<file path="src/rrl_pkg.sv">
// shared types and codes for the round-robin ready list
package rrl_pkg;

  // request kinds as carried on in_req_type
  typedef enum logic [1:0] {
    REQ_PUSH   = 2'd0,
    REQ_TAKE   = 2'd1,
    REQ_REMOVE = 2'd2,
    REQ_NONE   = 2'd3
  } rrl_req_t;

  // sequencer states
  typedef enum logic [1:0] {
    ST_IDLE,
    ST_MATCH,
    ST_UPDATE,
    ST_OUT
  } rrl_state_t;

  // per-cell control from the sequencer
  typedef struct packed {
    logic load;    // write the request id into this cell
    logic shift;   // take the neighbour's entry (close a gap)
    logic cmp_en;  // capture the key compare
  } rrl_cell_ctl_t;

endpackage

</file>
<file path="src/rrl_cell.sv">
// one list cell: holds an entry, compares it to the key, shifts down from its neighbour
module rrl_cell #(
  parameter int ID_WIDTH = 16
) (
  input  logic                  clk,
  input  rrl_pkg::rrl_cell_ctl_t ctl,
  input  logic [ID_WIDTH-1:0]   wr_id,
  input  logic [ID_WIDTH-1:0]   nbr_id,
  input  logic [ID_WIDTH-1:0]   key,
  output logic [ID_WIDTH-1:0]   entry_o,
  output logic                  match_o
);

  logic [ID_WIDTH-1:0] entry_r;
  logic                match_r;

  always_ff @(posedge clk) begin
    if (ctl.load) begin
      entry_r <= wr_id;
    end else if (ctl.shift) begin
      entry_r <= nbr_id;
    end
    if (ctl.cmp_en) begin
      match_r <= (entry_r == key);
    end
  end

  assign entry_o = entry_r;
  assign match_o = match_r;

endmodule

</file>
<file path="src/round_robin_ready_list.sv">
// round-robin ready list top level: request sequencer over a row of list cells
// an accepted request passes the match and update states before out_valid rises in the output state
// a new request is taken only after the previous one has gone through the match/update/output sequence
// in_stall stays high from acceptance until the result has been taken
// reset (rst_n low, synchronous) empties the list and sets the position to 0
// cell contents are not cleared; only entries below the count are ever read
module round_robin_ready_list #(
  parameter int MAX_ENTRIES = 16,
  parameter int ID_WIDTH    = 16
) (
  input  logic                               clk,
  input  logic                               rst_n,
  input  logic                               in_valid,
  output logic                               in_stall,
  input  logic [1:0]                         in_req_type,
  input  logic [ID_WIDTH-1:0]                in_item_id,
  output logic                               out_valid,
  input  logic                               out_stall,
  output logic                               out_ok,
  output logic [ID_WIDTH-1:0]                out_current_id,
  output logic [$clog2(MAX_ENTRIES+1)-1:0]   out_entry_count
);

  localparam int IDX_W = $clog2(MAX_ENTRIES);
  localparam int CNT_W = $clog2(MAX_ENTRIES + 1);

  // sequencer state
  rrl_pkg::rrl_state_t state_r, state_nxt;

  // request held for the whole operation
  rrl_pkg::rrl_req_t   req_r;
  logic [ID_WIDTH-1:0] id_r;

  // list bookkeeping
  logic [CNT_W-1:0] cnt_r, cnt_nxt;
  logic [IDX_W-1:0] pos_r, pos_nxt;

  // result register
  logic                ok_r, ok_nxt;
  logic [ID_WIDTH-1:0] cur_r, cur_nxt;

  // cell row
  rrl_pkg::rrl_cell_ctl_t cell_ctl [MAX_ENTRIES];
  logic [ID_WIDTH-1:0]    cell_id  [MAX_ENTRIES];
  logic [MAX_ENTRIES-1:0] cell_match;

  // remove search results
  logic             found;
  logic [IDX_W-1:0] hit_idx;
  logic [IDX_W-1:0] pos_eff;
  logic [IDX_W-1:0] pos_tmp;
  logic             full;
  logic             upd;

  assign upd  = (state_r == rrl_pkg::ST_UPDATE);
  assign full = (cnt_r >= CNT_W'(MAX_ENTRIES));

  // a chain of identical cells; each shifts down from its upper neighbour, the top one from itself
  for (genvar g = 0; g < MAX_ENTRIES; g++) begin : g_cell
    logic [ID_WIDTH-1:0] nbr;
    if (g == MAX_ENTRIES - 1) begin : g_top
      assign nbr = cell_id[g];
    end else begin : g_mid
      assign nbr = cell_id[g+1];
    end

    always_comb begin
      cell_ctl[g].cmp_en = (state_r == rrl_pkg::ST_MATCH);
      cell_ctl[g].load   = upd && (req_r == rrl_pkg::REQ_PUSH) && !full &&
                           (cnt_r[IDX_W-1:0] == IDX_W'(g));
      cell_ctl[g].shift  = upd && (req_r == rrl_pkg::REQ_REMOVE) && found &&
                           (IDX_W'(g) >= hit_idx);
    end

    rrl_cell #(
      .ID_WIDTH (ID_WIDTH)
    ) u_cell (
      .clk     (clk),
      .ctl     (cell_ctl[g]),
      .wr_id   (id_r),
      .nbr_id  (nbr),
      .key     (id_r),
      .entry_o (cell_id[g]),
      .match_o (cell_match[g])
    );
  end

  // last matching cell inside the live part of the list
  always_comb begin
    found   = 1'b0;
    hit_idx = '0;
    for (int i = 0; i < MAX_ENTRIES; i++) begin
      if (cell_match[i] && (CNT_W'(i) < cnt_r)) begin
        found   = 1'b1;
        hit_idx = IDX_W'(i);
      end
    end
  end

  // operation outcome, applied in the update cycle
  always_comb begin
    cnt_nxt = cnt_r;
    pos_nxt = pos_r;
    ok_nxt  = 1'b0;
    cur_nxt = '0;
    pos_eff = (CNT_W'(pos_r) >= cnt_r) ? '0 : pos_r;
    pos_tmp = pos_r;
    case (req_r)
      rrl_pkg::REQ_PUSH: begin
        if (!full) begin
          ok_nxt  = 1'b1;
          cnt_nxt = cnt_r + CNT_W'(1);
        end
      end
      rrl_pkg::REQ_TAKE: begin
        if (cnt_r != '0) begin
          ok_nxt  = 1'b1;
          cur_nxt = cell_id[pos_eff];
          // wrap after the last entry
          if (CNT_W'(pos_eff) >= cnt_r - CNT_W'(1)) begin
            pos_nxt = '0;
          end else begin
            pos_nxt = pos_eff + IDX_W'(1);
          end
        end
      end
      rrl_pkg::REQ_REMOVE: begin
        if (found) begin
          ok_nxt  = 1'b1;
          cnt_nxt = cnt_r - CNT_W'(1);
          // keep the position on the same logical entry
          if (hit_idx < pos_r) begin
            pos_tmp = pos_r - IDX_W'(1);
          end
          if (CNT_W'(pos_tmp) >= cnt_r - CNT_W'(1)) begin
            pos_nxt = '0;
          end else begin
            pos_nxt = pos_tmp;
          end
        end
      end
      default: begin
        ok_nxt = 1'b0;
      end
    endcase
  end

  // next state
  always_comb begin
    state_nxt = state_r;
    unique case (state_r)
      rrl_pkg::ST_IDLE: begin
        if (in_valid) begin
          state_nxt = rrl_pkg::ST_MATCH;
        end
      end
      rrl_pkg::ST_MATCH: begin
        state_nxt = rrl_pkg::ST_UPDATE;
      end
      rrl_pkg::ST_UPDATE: begin
        state_nxt = rrl_pkg::ST_OUT;
      end
      rrl_pkg::ST_OUT: begin
        if (!out_stall) begin
          state_nxt = rrl_pkg::ST_IDLE;
        end
      end
      default: begin
        state_nxt = rrl_pkg::ST_IDLE;
      end
    endcase
  end

  always_ff @(posedge clk) begin
    if (!rst_n) begin
      state_r <= rrl_pkg::ST_IDLE;
      cnt_r   <= '0;
      pos_r   <= '0;
    end else begin
      state_r <= state_nxt;
      if (upd) begin
        cnt_r <= cnt_nxt;
        pos_r <= pos_nxt;
      end
    end
  end

  // request capture and result register
  always_ff @(posedge clk) begin
    if (state_r == rrl_pkg::ST_IDLE && in_valid) begin
      req_r <= rrl_pkg::rrl_req_t'(in_req_type);
      id_r  <= in_item_id;
    end
    if (upd) begin
      ok_r  <= ok_nxt;
      cur_r <= cur_nxt;
    end
  end

  assign in_stall        = (state_r != rrl_pkg::ST_IDLE);
  assign out_valid       = (state_r == rrl_pkg::ST_OUT);
  assign out_ok          = ok_r;
  assign out_current_id  = cur_r;
  assign out_entry_count = cnt_r;

  // count never exceeds the cell row
  a_cnt_range: assert property (@(posedge clk) disable iff (!rst_n)
    cnt_r <= CNT_W'(MAX_ENTRIES))
    else $error("entry count beyond capacity");

  // position stays inside the live list, or at 0 when empty
  a_pos_range: assert property (@(posedge clk) disable iff (!rst_n)
    (CNT_W'(pos_r) < cnt_r) || (pos_r == '0))
    else $error("round-robin position outside the list");

  // an accepted request gives its result after passing the match and update states
  a_latency: assert property (@(posedge clk) disable iff (!rst_n)
    (in_valid && !in_stall) |-> ##3 out_valid)
    else $error("result not presented on time");

  // no new request taken while a result waits
  a_one_at_a_time: assert property (@(posedge clk) disable iff (!rst_n)
    out_valid |-> in_stall)
    else $error("request accepted while a result is pending");

endmodule

</file>
<file path="config.mk">
export PLATFORM = sky130hd
export DESIGN_NAME = round_robin_ready_list
export DESIGN_NICKNAME = d
export VERILOG_FILES = /design/src/rrl_pkg.sv /design/src/rrl_cell.sv /design/src/round_robin_ready_list.sv
export SDC_FILE = /design/constraint.sdc
export NUM_CORES = 1
export LEC_CHECK = 0
export CAP_MARGIN = 40
export CORE_ASPECT_RATIO = 1.2
export CORE_MARGIN = 2
export CORE_UTILIZATION = 50
export CTS_BUF_LIST = sky130_fd_sc_hd__clkbuf_8 sky130_fd_sc_hd__clkbuf_16
export CTS_CLUSTER_DIAMETER = 150
export DETAILED_ROUTE_END_ITERATION = 8
export DONT_BUFFER_PORTS = 1
export SYNTH_ARGS = -nofsm -noshare
export SYNTH_HDL_FRONTEND = slang
export SYNTH_HIERARCHICAL = 1
export SYNTH_SLANG_ARGS = --single-unit
</file>
<file path="constraint.sdc">
create_clock -name clk -period 4.6 [get_ports clk]
set_input_delay 0.46 -clock clk [delete_from_list [all_inputs] [get_ports clk]]
set_output_delay 0.46 -clock clk [all_outputs]
set_load 0.01 [all_outputs]
</file>
==> out/results.tsv <==
metric	value	unit
DIE WIDTH	190	um
Top FF cell, synth	edfxtp_1	
initial antenna violation count	0	
outcome	finished clean	
placed inst area	21400	sq um
total CTS buffers	37	
final-report hold violation count	0	
ranking of synthesized cells by area	edfxtp_1 (45%), xnor2_1 (11%), mux2_4 (10%)	
Distinct cells, synth	78	
drc violations	0	
root buffer cell	clkbuf_16	
CTS tree	built	
DR vias/cell	6.08	
Layout Area Growth over Synthesis	10.1	%
largest area contributor in the netlist	edfxtp_1	
Skew-Pair Late Insertion Delay	0.57	ns
Syn Area/Cell	13.7	sq um
die height	227	um
final hold slack	0.0481	ns
final setup TNS	0	ns
diode count	0	
clock slew at reported path FFs	0.06	ns
fin crit share	93.4	%
DR iter-0 viols	1052	
post-CTS setup buffer count	0	
H-tree levels	2	
FP Rows	81	
async set-reset flop share out of synthesis	0	%
Final Slew Violations	0	
total gr overflow	0	
initial cell density of the core	50.7	%
post-route cell area	22800	sq um
Final HPWL DP	40.6	mm
total track usage	27.1	%
FF+latch count, synth	318	
critical path fanouts, max	12	
Max-Cap Viols	0	
core footprint	40700	sq um
Pwr Density	352	nW/um^2
GPL Wtd Cong	0.887	
RSZ-0062 raised after global routing	no	
# nets final	1607	
fin crit period	4.30	ns
share of layout cells above drive strength 1	30.6	%
CP Launch Type	flip-flop	
DRT antenna net count	0	
most frequent cell after synthesis	edfxtp_1	
sequential area share after synthesis	45.7	%
Setup CP Type	flip-flop to flip-flop	
Routed Wire Length	57.1	mm
Total Power	8.01	mW
Max VDD drop	0.000404	V
final setup fails	0	
Worst Tran Pin Value	0.892	ns
Pleak	7.82	nW
f_max	0.233	GHz
Sink Count	318	
Max Root-Sink Buffers	3	
vias	12900	
IO Port Bufs	0	
syn nets	1559	
Synth warnings	6	
global-route wire length before repair	85.7	mm
WP data required	5.09	ns
most frequent cells after synthesis	edfxtp_1 (307), xnor2_1 (267), mux2_4 (144)	
largest net degree at the start of global routing	69	
Die ar.	43000	sq um
drt wl/cell	26.9	um
CP Capture Type	flip-flop	
arrival time worst endpoint	4.79	ns
number of global-route vias before repair	13300	
worst hold path type	input pin to flip-flop	
max_slew headroom	40.5	%
Post-Syn Instances	1510	
Post-synth EDFFs	307	
io pins	46	
mapped cell area	20700	sq um
Synth top area share	44.6	%
TritonRoute pass-1 iters	5	
skew final	0.0217	ns
-- sequential cells by signal, indices dropped and copies added, names as in the netlist --
name / flops
out_ok: 1
state_r: 2
out_entry_count: 5
id_r: 16
g_cell.u_cell/entry_o: 256
out_current_id: 16
req_r: 2
pos_r: 4
g_cell.u_cell/match_o: 16
-- final cells by class --
cell class,instances,area [sq um]
repair buffers,96,963
clock buffers,38,940
multi-input cells,1086,10500
flip-flops and latches,318,9440
well taps,539,674
clock inverters,29,179
inverters,19,71.3
fillers,3402,18000
-- worst max-delay path: stages, from the launching register on --
cell and delay (ns):
dfxtp_1 0.56, buf_4 0.23, o21ai_0 0.14, o22a_2 0.28, and2_1 0.17, a21o_1 0.24
ha_1 0.25, a211o_1 0.32, o32ai_2 0.32, buf_4 0.20, nor2_1 0.04, a21oi_1 0.13
ha_1 0.24, a21o_1 0.16, a211oi_2 0.24, o211ai_1 0.18, or2_2 0.30, o221ai_1 0.07
a22o_1 0.14
-- repair_timing --
action,CTS,global route
hold buffers,18,0
endpoints found under the setup margin,0,4
resized for setup,0,5
endpoints found under the hold margin,18,0
-- cell families after synthesis --
| kind of cell | synth area share [%] |
|---|---|
| AND/OR/NAND/NOR | 7.68 |
| adder cells (fa/ha/maj) | 1.63 |
| flip-flops | 45.7 |
| multiplexers | 20.1 |
| buffers and inverters | 4.04 |
| XOR/XNOR | 11.3 |
| AO/OA/AOI/OAI | 9.50 |
-- power by group --
group | leakage [nW] | switching (mW) | internal (mW)
registers | 2.88 | 0.210 | 3.37
clock network | 0.603 | 1.25 | 1.50
logic | 4.34 | 0.977 | 0.707
total | 7.82 | 2.43 | 5.58
-- final timing paths --
check,slack (ns),to,cells after the start,from
setup reg to reg,0.30,pos_r[2],18,out_entry_count[4]
setup / recovery,0.30,pos_r[2],18,out_entry_count[4]
hold / removal,0.05,pos_r[0],1,rst_n
hold reg to reg,0.55,state_r[0],2,state_r[0]
-- routing by layer --
| layer | GRT usage, % | up-vias | routed length [um] |
|---|---|---|---|
| met4 | 10.7 | 0 | 2120 |
| met2 | 46.0 | 412 | 28200 |
| met5 | 0 | - | 0 |
| met3 | 4.32 | 117 | 3140 |
| li1 | - | 5915 | - |
| met1 | 34.7 | 6470 | 23700 |
-- per-stage QoR --
| step | instances | utilization [%] | setup slack (ns) |
|---|---|---|---|
| after floorplan | 1510 | - | 0.400 |
| after global placement | 2030 | 52.0 | 0.289 |
| after detailed placement | 2039 | 52.6 | 0.237 |
| after CTS | 2124 | 55.7 | 0.203 |
| after global routing | 2125 | 55.9 | 0.0484 |
| final | 2125 | 55.9 | 0.304 |
-- cells in the final DEF (no fill, tap or decap), types with 11 or more instances in the layout --
cell           Yosys  routed
nor2_2             0      12
clkbuf_16          0      38
nor2b_1           35      35
xnor2_1          267     267
ha_1              27      27
nand2_1           49      49
a21oi_1           11      11
nand4_1           65      65
o211a_1           33      33
buf_4              1      67
mux4_2            32      32
or2_1             19      19
o31ai_1           37      36
a211oi_1          69      68
mux2_2           112     112
edfxtp_1         307     307
nor2_1            32      20
a22o_1            20      20
mux2_4           144     144
dlygate4sd3_1      0      18
nor4_2            16      16
inv_1             16      30
Power figures use the tool's default switching activity.
